### src/rtl/stftms_fifo.sv
// ----------------------------------------------------------------------------
// stftms_fifo: small register queue
// Holds beats between two sides that stall on their own; power-of-two depth.
// ----------------------------------------------------------------------------
module stftms_fifo #(
  parameter int WIDTH = 8,
  parameter int DEPTH = 2
) (
  input  logic             clk,
  input  logic             rst_n,
  input  logic             wr_en,
  input  logic [WIDTH-1:0] wr_data,
  output logic             full,
  input  logic             rd_en,
  output logic [WIDTH-1:0] rd_data,
  output logic             empty
);
  localparam int PW = (DEPTH > 1) ? $clog2(DEPTH) : 1;
  localparam int CW = $clog2(DEPTH + 1);

  logic [WIDTH-1:0] mem_r [DEPTH];
  logic [PW-1:0] wp_r, wp_nxt, rp_r, rp_nxt;
  logic [CW-1:0] cnt_r, cnt_nxt;
  logic do_wr, do_rd;

  assign full    = (cnt_r == CW'(DEPTH));
  assign empty   = (cnt_r == '0);
  assign do_wr   = wr_en && !full;
  assign do_rd   = rd_en && !empty;
  assign rd_data = mem_r[rp_r];

  always_comb begin
    wp_nxt  = do_wr ? PW'((DEPTH == 1) ? 0 : wp_r + 1'b1) : wp_r;
    rp_nxt  = do_rd ? PW'((DEPTH == 1) ? 0 : rp_r + 1'b1) : rp_r;
    cnt_nxt = cnt_r + CW'(do_wr) - CW'(do_rd);
  end

  always_ff @(posedge clk) begin
    if (!rst_n) begin
      wp_r  <= '0;
      rp_r  <= '0;
      cnt_r <= '0;
    end else begin
      wp_r  <= wp_nxt;
      rp_r  <= rp_nxt;
      cnt_r <= cnt_nxt;
    end
  end

  always_ff @(posedge clk) begin
    if (do_wr) mem_r[wp_r] <= wr_data;
  end

endmodule

### config.mk
export PLATFORM = sky130hd
export DESIGN_NAME = stftms_fifo
export DESIGN_NICKNAME = d
export VERILOG_FILES = /design/src/rtl/stftms_fifo.sv
export SDC_FILE = /design/constraint.sdc
export NUM_CORES = 1
export LEC_CHECK = 0
export ABC_AREA = 1
export ABC_CLOCK_PERIOD_IN_PS = 2300
export BUFFER_PORTS_ARGS = -buffer_cell sky130_fd_sc_hd__buf_2
export CAP_MARGIN = 0
export CORE_AREA = 3 3 59 61
export DETAILED_ROUTE_END_ITERATION = 10
export DIE_AREA = 0 0 62 64
export GPL_ROUTABILITY_DRIVEN = 0
export SYNTH_ARGS = -nofsm -noshare
export SYNTH_HDL_FRONTEND = slang
export SYNTH_SLANG_ARGS = --single-unit
### constraint.sdc
create_clock -name clk -period 2.3 [get_ports clk]
set_clock_uncertainty 0.15 [all_clocks]
set_input_delay 0 -clock clk [delete_from_list [all_inputs] [get_ports clk]]
set_output_delay 0 -clock clk [all_outputs]
set_load 0.02 [all_outputs]
==> metrics.txt <==
run status=finished, final reports clean; Critical Path Source=cnt_r[0]; last element of the critical path=mem_r[0][6]; Worst VDD drop=0.4513 mV; vias in the first global route=549; multi-input logic area=239.0 sq um; Synth Instances=63; post-route ant nets=0; chip height=between 60 and 70 um; reg2reg end=mem_r[0][6]; total CTS buffers=3; Chip Width=between 60 and 70 um; core area=3028 sq um; max_slew headroom=52.34%; fin nets=113; clk_lat worst skew=300 ps; row count=20; part of the cycle the worst path needs=74.61%; Initial Util=28.55%; Clock Path Buffers=2; Post-synth EDFFs=16; Worst Path Class, Setup=reg2reg; Post-CTS Setup Inserts=0; instance area at placement=1013 sq um; Startpoint Class=flop; Hold Path Class=in2reg; largest net degree at the start of global routing=13; total clock sinks=21; area grow syn2layout=33.14%; vias=546; Synth Area per Inst=13.72 sq um; reg2reg start=cnt_r[0]; sequential standard cell area=580.6 sq um; Req. time, crit path=between 2000 and 2500 ps; initial DRC count=10; DR WL/cell=approximately 10 um; Netlist cell types=11; I/O Buffers=21; Critical Path AT=around 1500 ps; placed wire-length estimate=about 1.1 mm; largest fanout on the critical path=8; first-pass GRT wire length=roughly 2.4 mm; die area=3968 sq um; fillcell total=slightly below 300; Final TNS setup=0 ps; Top FF cell, synth=edfxtp_1; Worst Hold Depth=2; hold buffers post-CTS=11; IO Pins=22; Ys Warns=0; CTS tree=built; #FFs+latches synth=21; Tmin final=roughly 1700 ps; Post-synth ARST share=0%; antenna violations before repair=0; RSZ-0062 raised after global routing=false; DRC viols=0; CTS clk-pin slew, worst paths=110 ps; register area share after synthesis=67.15%; Final Hold Viols=0; critical path capture point type=flop; FF-to-FF path depth=4; top-count cell post-synth=edfxtp_1; grt ovf=0; commonest cells in the netlist=edfxtp_1 (16), inv_1 (9), nand2_1 (9), mux2_4 (8), nor2_1 (6); First-pass DRT Iterations=3; Yosys top cell area share=55.57%; pwr dens=979.6 nW/um^2; Post-Route Utilization=38.02%; Pins Over Slew Limit=0; CTS root buffer=clkbuf_4; Max H-tree Level=1; Final Cell Area=~1200 sq um; global-route usage over all layers=8.210%; post_cts resized=0; Cell Area, Synth=864.6 sq um; # Max-Cap Violations=0; synth top area cells=edfxtp_1 (56%), mux2_4 (14%), dfxtp_1 (12%), inv_1 (3.9%), nand2_1 (3.9%); final setup violation count=0; # diodes=0; share of cells above drive strength 1=roughly 36%; Pleak=0.5054 nW; number of vias per cell=3.845; syn_nets=77; reg-to-reg slack, setup=580 ps; Synth area leader=edfxtp_1; Routed WL=1.477 mm; Worst Tran Pin Value=712.3 ps; highest clock rate=582.7 MHz
==> registers in the layout, indices dropped and copies added (netlist names), named ones only <==
signal / flops
cnt_r: 2
mem_r: 16
rp_r: 1
wp_r: 1
==> cells by family after synthesis <==
kind of cell             synth area share [%]
AO/OA/AOI/OAI                           1.158
adder cells (fa/ha/maj)                 2.894
buffers and inverters                   5.209
flip-flops                              67.15
multiplexers                            13.89
AND/OR/NAND/NOR                         9.695
==> worst max-delay path: stages (launching register included) <==
cell and delay [ps]:
dfxtp_1 380, inv_1 70, nand2_1 120, nand2_1 90, nor2_1 550
==> cells in the final DEF (no fill, tap or decap) <==
master | netlist | routed
buf_2 | 0 | 21
edfxtp_1 | 16 | 16
dlygate4sd3_1 | 0 | 11
inv_1 | 9 | 9
nand2_1 | 9 | 9
mux2_4 | 8 | 8
nor2_1 | 6 | 6
dfxtp_1 | 5 | 5
nand3_1 | 3 | 3
clkbuf_4 | 0 | 3
nor2_2 | 2 | 2
a21oi_1 | 2 | 2
ha_1 | 2 | 2
clkinv_2 | 0 | 1
==> where the power goes <==
part / leakage, nW / total [mW] / internal, mW / switching (mW)
sequential: 0.191 / 0.541 / 0.488 / 0.0530
clock: 0.0177 / 0.174 / 0.0649 / 0.110
combinational: 0.297 / 0.412 / 0.185 / 0.227
total: 0.505 / 1.13 / 0.738 / 0.390
==> layer usage <==
metal  vias to the layer above  global-route usage [%]  part of all wire [%]
met5                         -                       0                     0
met4                         0                   2.387                   1.3
met3                         5                   4.444                   8.8
met2                        21                   12.18                    46
met1                       238                   10.13                    44
li1                        282                       -                     -
==> through the flow <==
stage               hold WS (ps)  total power [mW]  setup slack (ps)  std cells
floorplan                 -56.55            0.8516             657.4         63
global placement           49.49            0.9437             663.5        127
detailed placement         47.23            0.9558             554.0        127
CTS                        248.4             1.153             540.6        142
global route               250.7             1.223             378.0        142
finish                     264.4             1.128             583.9        142
==> worst min-delay path by stage <==
stage / startpoint / endpoint / slack, ps
3_3_place_gp: wr_data[3] / mem_r[1][3] / 50
6_report: wr_data[4] / mem_r[0][4] / 260
2_1_floorplan: rst_n / cnt_r[0] / -60
3_5_place_dp: wr_data[4] / mem_r[1][4] / 50
4_1_cts: wr_data[6] / mem_r[0][6] / 250
5_1_grt: wr_data[0] / mem_r[1][0] / 250
==> final cells by class <==
cell class                 instances  area share, %
multi-input combinational         32          20.76
tap                               44          4.783
inverter                           9          2.935
timing repair buffer              32          18.70
sequential                        21          50.43
clock buffer                       3          1.957
clock inverter                     1         0.4348
Power figures use the tool's default switching activity.
