**config.mk**
```make
export PLATFORM = sky130hd
export DESIGN_NAME = stftms_front
export DESIGN_NICKNAME = d
export VERILOG_FILES = /design/src/rtl/stftms_pkg.sv /design/src/rtl/stftms_front.sv
export SDC_FILE = /design/constraint.sdc
export NUM_CORES = 1
export LEC_CHECK = 0
export CAP_MARGIN = 20
export CORE_ASPECT_RATIO = 1.2
export CORE_UTILIZATION = 53
export CTS_BUF_LIST = sky130_fd_sc_hd__clkbuf_8
export DETAILED_ROUTE_END_ITERATION = 6
export DONT_BUFFER_PORTS = 1
export PLACE_DENSITY = 0.69
export SETUP_SLACK_MARGIN = 0.5
export SLEW_MARGIN = 15
export SYNTH_ARGS = -nofsm -noshare
export SYNTH_HDL_FRONTEND = slang
export SYNTH_SLANG_ARGS = --single-unit
```
**constraint.sdc**
```tcl
create_clock -name clk -period 2.9 [get_ports clk]
set_input_delay 0.29 -clock clk [delete_from_list [all_inputs] [get_ports clk]]
set_output_delay 0.29 -clock clk [all_outputs]
set_load 0.05 [all_outputs]
```
**src/rtl/stftms_pkg.sv**
```systemverilog
// ----------------------------------------------------------------------------
// stftms_pkg: shared types, constants and functions
// Beat types, the frame job passed from the front to the back, the back end
// sequencer states, and the cosine, window and bit-reverse helpers.
// ----------------------------------------------------------------------------
package stftms_pkg;

  localparam int FFT_SIZE_DEF = 64;
  localparam int OUT_DEPTH_DEF = 4;
  localparam int JOB_DEPTH = 2;

  localparam int SAMPLE_W = 16;
  localparam int HOP_W = 7;
  localparam logic [HOP_W-1:0] HOP_RESET = 7'd16;
  localparam int FRAME_W = 16;
  localparam int BIN_W = 6;
  localparam int MAG_W = 17;
  localparam logic [MAG_W-1:0] MAG_MAX = 17'h1ffff;
  localparam int CNT_W = 7;   // sample count up to 64
  localparam int BASE_W = 6;  // ring address at the largest size
  localparam int VAL_W = 24;  // fixed-point FFT value
  localparam int COEF_W = 17; // Q15 cosine, 1.0 = 32768
  localparam int STG_W = 3;
  localparam int SQRT_STEPS = 26;
  localparam int IT_W = 5;

  typedef struct packed {
    logic signed [SAMPLE_W-1:0] audio_sample;
    logic                       end_of_signal;
  } in_beat_t;

  typedef struct packed {
    logic [FRAME_W-1:0] frame_number;
    logic [BIN_W-1:0]   bin_number;
    logic [MAG_W-1:0]   bin_magnitude;
    logic               last_bin;
  } out_beat_t;

  typedef struct packed {
    logic [FRAME_W-1:0] frame;
    logic [CNT_W-1:0]   count;
    logic [BASE_W-1:0]  base;
  } job_t;

  typedef enum logic [3:0] {
    B_IDLE,
    B_LD_RD,
    B_LD_MUL,
    B_LD_WR,
    B_BF_RD,
    B_BF_P0,
    B_BF_P1,
    B_BF_P2,
    B_BF_P3,
    B_BF_WA,
    B_BF_WB,
    B_MG_RD,
    B_MG_SQ0,
    B_MG_SQ1,
    B_MG_INIT,
    B_MG_SQRT
  } back_state_t;

  localparam logic signed [COEF_W-1:0] COS_Q [17] = '{
    17'sd32768, 17'sd32610, 17'sd32138, 17'sd31357, 17'sd30274, 17'sd28899,
    17'sd27246, 17'sd25330, 17'sd23170, 17'sd20788, 17'sd18205, 17'sd15447,
    17'sd12540, 17'sd9512,  17'sd6393,  17'sd3212,  17'sd0
  };

  // cos(2*pi*k/64) in Q15
  function automatic logic signed [COEF_W-1:0] cos64(input logic [5:0] k);
    logic signed [COEF_W-1:0] c;
    logic [5:0] t;
    t = 6'd0;
    if (k <= 6'd16) begin
      c = COS_Q[k[4:0]];
    end else if (k <= 6'd32) begin
      t = 6'd32 - k;
      c = -COS_Q[t[4:0]];
    end else if (k <= 6'd48) begin
      t = k - 6'd32;
      c = -COS_Q[t[4:0]];
    end else begin
      t = 6'd0 - k;
      c = COS_Q[t[4:0]];
    end
    return c;
  endfunction

  function automatic logic signed [COEF_W-1:0] sin64(input logic [5:0] k);
    return cos64(k - 6'd16);
  endfunction

  // periodic Hann weight of point i for a frame of 2**lg points, 0 .. 32768
  function automatic logic [COEF_W-1:0] hann(input logic [5:0] i,
                                             input logic [STG_W-1:0] lg);
    logic signed [18:0] t;
    logic [5:0] k;
    k = i << (3'd6 - lg);
    t = 19'sd32769 - 19'(cos64(k));
    return COEF_W'(t >>> 1);
  endfunction

  function automatic logic [5:0] bitrev(input logic [5:0] i,
                                        input logic [STG_W-1:0] lg);
    logic [5:0] r;
    r = 6'd0;
    for (int b = 0; b < 6; b++) begin
      if (b < int'(lg)) r[b] = i[int'(lg) - 1 - b];
    end
    return r;
  endfunction

endpackage

```
**src/rtl/stftms_front.sv**
```systemverilog
// ----------------------------------------------------------------------------
// stftms_front: sample intake and frame triggering
// Writes samples into the ring, counts hops and raises a frame job for the
// back end; holds off new samples until the back end has loaded the frame.
// ----------------------------------------------------------------------------
module stftms_front #(
  parameter int FFT_SIZE = stftms_pkg::FFT_SIZE_DEF
) (
  input  logic                              clk,
  input  logic                              rst_n,
  input  logic                              push,
  output logic                              full,
  input  stftms_pkg::in_beat_t              in_data,
  input  logic                              cfg_we,
  input  logic [stftms_pkg::HOP_W-1:0]      cfg_wdata,
  output logic                              job_push,
  output stftms_pkg::job_t                  job,
  input  logic                              job_full,
  input  logic [$clog2(FFT_SIZE)-1:0]       ring_addr,
  output logic signed [stftms_pkg::SAMPLE_W-1:0] ring_q,
  input  logic                              load_done
);
  localparam int LG = $clog2(FFT_SIZE);
  localparam int SW = LG + 1;
  localparam int HW = stftms_pkg::HOP_W;

  logic signed [stftms_pkg::SAMPLE_W-1:0] ring_r [FFT_SIZE];
  logic [LG-1:0] wr_ptr_r, wr_ptr_nxt;
  logic [SW-1:0] seen_r, seen_nxt;
  logic [HW-1:0] hop_cnt_r, hop_cnt_nxt, hop_len_r, hop_eff;
  logic [stftms_pkg::FRAME_W-1:0] frame_r, frame_nxt;
  logic busy_r, busy_nxt;
  logic accept, filling, emit, short_frame;
  logic [SW-1:0] count;

  assign full    = busy_r || job_full;
  assign accept  = push && !full;
  assign hop_eff = (hop_len_r == '0) ? HW'(1) : hop_len_r;
  assign filling = (seen_r < SW'(FFT_SIZE));

  always_comb begin
    emit        = filling ? (seen_r + 1'b1 == SW'(FFT_SIZE)) : (hop_cnt_r == '0);
    short_frame = in_data.end_of_signal && !emit && filling;
    count       = emit ? SW'(FFT_SIZE) : SW'(seen_r + 1'b1);
    job_push    = accept && (emit || short_frame);
    job.frame   = frame_r;
    job.count   = stftms_pkg::CNT_W'(count);
    job.base    = stftms_pkg::BASE_W'(LG'(wr_ptr_r + 1'b1 - LG'(count)));

    wr_ptr_nxt  = wr_ptr_r;
    seen_nxt    = seen_r;
    hop_cnt_nxt = hop_cnt_r;
    frame_nxt   = frame_r;
    if (accept) begin
      wr_ptr_nxt = LG'(wr_ptr_r + 1'b1);
      if (filling) seen_nxt = SW'(seen_r + 1'b1);
      if (emit) begin
        hop_cnt_nxt = HW'(hop_eff - 1'b1);
        frame_nxt   = frame_r + 1'b1;
      end else if (!filling) begin
        hop_cnt_nxt = HW'(hop_cnt_r - 1'b1);
      end
      if (in_data.end_of_signal) begin
        seen_nxt    = '0;
        hop_cnt_nxt = '0;
        frame_nxt   = '0;
      end
    end
    busy_nxt = job_push ? 1'b1 : (load_done ? 1'b0 : busy_r);
  end

  always_ff @(posedge clk) begin
    if (!rst_n) begin
      wr_ptr_r  <= '0;
      seen_r    <= '0;
      hop_cnt_r <= '0;
      frame_r   <= '0;
      busy_r    <= 1'b0;
      hop_len_r <= stftms_pkg::HOP_RESET;
    end else begin
      wr_ptr_r  <= wr_ptr_nxt;
      seen_r    <= seen_nxt;
      hop_cnt_r <= hop_cnt_nxt;
      frame_r   <= frame_nxt;
      busy_r    <= busy_nxt;
      if (cfg_we) hop_len_r <= cfg_wdata;
    end
  end

  // sample ring: one write, one registered read
  always_ff @(posedge clk) begin
    if (accept) ring_r[wr_ptr_r] <= in_data.audio_sample;
    ring_q <= ring_r[ring_addr];
  end

endmodule

```
==> metrics.md <==
| Metric | Value |
|---|---|
| Outcome | `finished, violations left` |
| Failing checks | `slew limit, setup timing` |
| Top post-synthesis cells by area | `edfxtp_1, mux4_2, a22oi_1` |
| Post-synth top area share | `73.6%` |
| Top cells by count, synth | `edfxtp_1, mux4_2, a22oi_1` |
| Placed insts | `3076` |
| Initial Util | `53.6%` |
| Gate Count Post-Synth | `2058` |
| Detailed Route WL | `92900 um` |
| FP Rows | `112` |
| Hold depth | `3` |
| Largest net degree at the start of global routing | `257` |
| Fin Clk Skew | `39.6 ps` |
| GR Util All Layers | `23.8%` |
| DIE AREA | `79900 um^2` |
| Mux contribution to synthesized area | `14.0%` |
| CP cell instances | `or4b_4 -> buf_6 -> o22ai_4 -> or2_4 -> ha_4 -> a21o_1 -> a21oi_4 -> xnor2_4 -> buf_12` |
| Number of synthesized register bits | `1084` |
| Main combinational cell family by area after synthesis | `multiplexers` |
| Via count | `21100` |
| Synth Area in Simple Gates | `3.36%` |
| Slew headroom | `-7.71%` |
| Critical path capture point type | `output pin` |
| Fill count | `5435` |
| RSZ-0062 raised after global routing | `yes` |
| CTS Buffer Depth | `3` |
| CP Launch Type | `flop` |
| Part of the Yosys area used for sequential elements | `76.5%` |
| Final setup violation count | `9` |
| First-pass GRT wire length | `138000 um` |
| Die X | `258 um` |
| Vias per cell | `6.14` |
| Number of max-cap violations | `0` |
| Initial antenna violation count | `3` |
| Synthesis-to-finish area growth | `14.7%` |
| Ys Warns | `0` |
| Worst path depth | `9` |
| Final nets | `2335` |
| Crit path time final | `3500 ps` |
| Post-Synth XOR/XNOR Area | `0.524%` |
| Layout cells sized above 1 | `27.7%` |
| Final-report hold violation count | `0` |
| Cell family with most CP delay | `simple AND/OR/NAND/NOR gates` |
| Most frequent cell after synthesis | `edfxtp_1` |
| Root Driver | `clkbuf_8` |
| Crit path buffers/inverters | `2` |
| Pleak | `15.5 nW` |
| Worst path required time | `2610 ps` |
| Number of global-route vias before repair | `21600` |
| Worst path arrival time | `3210 ps` |
| PwrDens | `639 nW/um^2` |
| Worst-Skew Late Latency | `840 ps` |
| Wire per inst | `27.0 um` |
| Primary FF master, synth | `edfxtp_1` |
| Post-Synth Adder-Cell Area | `0.317%` |
| Area occupied by multi-input gates | `9570 um^2` |
| Htree depth | `4` |
| Fin crit share | `121%` |
| Worst-path clk slew | `60 ps` |
| EDFF count, synth | `1024` |
| Clock tree from TritonCTS | `yes` |
| Starting DRT DRC Count | `1995` |
| Final WS setup | `-600 ps` |
| Biggest area consumer among synthesized cells | `edfxtp_1` |
| Top Ports | `83` |
| Slowest cell on crit path | `or4b_4` |
| VDD IR max | `0.000441 V` |
| Die Ht | `310 um` |
| Num Clock Sinks | `1084` |
| DRC viols | `0` |
| Pre-CTS setup slack | `6.75 ps` |
| Port buffer count | `0` |
| R2R depth | `10` |
| Total CTS buffers | `160` |
| Syn Nets | `2104` |
| Path category of the worst min-delay check | `input port to flop` |
| Async set-reset flop share out of synthesis | `0%` |
| Crit Path Category | `flop to output pin` |
| Mean Syn Cell Area | `20.3 um^2` |
| Core area | `77900 um^2` |
| CP max stage delay | `510 ps` |
| Sequential Area | `32000 um^2` |
| Pre-antenna DRT Iters | `5` |
| Achievable frequency | `0.286 GHz` |
| Finished Layout Cells | `3440` |
| Critical path peak fanout | `4` |
| Antenna Violating Nets Remaining | `0` |
| Distinct cells, synth | `59` |
| Grt total ovfl | `0` |
| Worst Max-Slew Pin Slew | `1620 ps` |
| DPL Wire Length | `50800 um` |
| Post-Syn Area | `41800 um^2` |
| Synth Area in Compound Gates | `4.00%` |
| GP Congestion | `0.935` |
| Max Slew Vio Count | `56` |
-- cell usage in the layout (no fill, tap or decap), drive strengths merged, types with 11 or more instances in the layout --
| master | count |
|---|---|
| nand3 | 17 |
| inv | 78 |
| a21oi | 17 |
| dlygate4sd3 | 36 |
| dfxtp | 60 |
| clkbuf | 165 |
| mux4 | 256 |
| clkinv | 43 |
| o21ai | 21 |
| buf | 148 |
| nor3 | 11 |
| nor2b | 19 |
| nor2 | 110 |
| xnor2 | 16 |
| nand2 | 110 |
| edfxtp | 1024 |
| a22oi | 164 |
-- worst register-to-register path: stages, from the launching register on --
cell and delay (ps):
dfxtp_1 390, or4b_4 510, buf_6 140, o22ai_4 220, buf_4 250, mux2i_1 230
ha_2 270, nand2_2 90, or2_4 250, a311oi_1 310, o22ai_1 130
-- where the power goes --
part / switching (mW) / internal [mW]
logic: 0.853 / 0.669
clock network: 5.72 / 6.05
registers: 0.147 / 17.2
-- flip-flops by register name, indices dropped and copies added (netlist names) --
| name | cells |
|---|---|
| frame_r | 16 |
| busy_r | 1 |
| hop_len_r | 7 |
| ring_q | 16 |
| wr_ptr_r | 6 |
| hop_cnt_r | 7 |
| seen_r | 7 |
| ring_r | 1024 |
-- cells by family after synthesis --
| kind of cell | after synthesis |
|---|---|
| flip-flops | 1084 |
| AND/OR/NAND/NOR | 312 |
| multiplexers | 265 |
| AO/OA/AOI/OAI | 230 |
| buffers and inverters | 132 |
| XOR/XNOR | 25 |
| adder cells (fa/ha/maj) | 10 |
-- per-layer routing --
layer  track usage, %  wire length [um]
met5                0                 7
met3             4.93              6870
met1             30.9             35600
met4             9.21              2730
met2             39.9             47700
-- final timing paths --
path             endpoint  slack, ps          from
min reg2reg  hop_cnt_r[6]        490  hop_cnt_r[6]
max reg2reg  hop_cnt_r[6]        -10     seen_r[6]
max                job[5]       -600     seen_r[6]
min          hop_len_r[4]        130  cfg_wdata[4]
-- metrics by stage --
| stage | cell area, um^2 | util [%] | hold WS (ps) | TNS (ps) | total power, mW |
|---|---|---|---|---|---|
| after floorplan | 41900 | - | 389 | 0 | 18.5 |
| after global placement | 43600 | 56.0 | 358 | 0 | 18.7 |
| after detailed placement | 43600 | 56.0 | 361 | 0 | 18.7 |
| after CTS | 47700 | 61.2 | 9.18 | -3500 | 30.8 |
| after global routing | 47900 | 61.5 | 104 | -3930 | 31.5 |
| final | 47900 | 61.5 | 130 | -2780 | 30.6 |
-- what timing repair did --
item | 4_1_cts | 5_1_grt
resized for setup | 29 | 25
pin swaps | 20 | 13
endpoints found under the setup margin | 77 | 238
gates cloned | 1 | 0
hold buffers | 51 | 1
endpoints found under the hold margin | 1079 | 3
buffers inserted | 15 | 8
-- cell type report --
class / count / area share [%]
Clock buffer: 165 / 4.74
Sequential cell: 1084 / 66.7
Tap cell: 1026 / 2.68
Clock inverter: 121 / 1.63
Multi-Input combinational cell: 843 / 20.0
Antenna cell: 1 / 0.00522
Timing Repair Buffer: 184 / 4.07
Inverter: 16 / 0.154
Power figures use the tool's default switching activity.
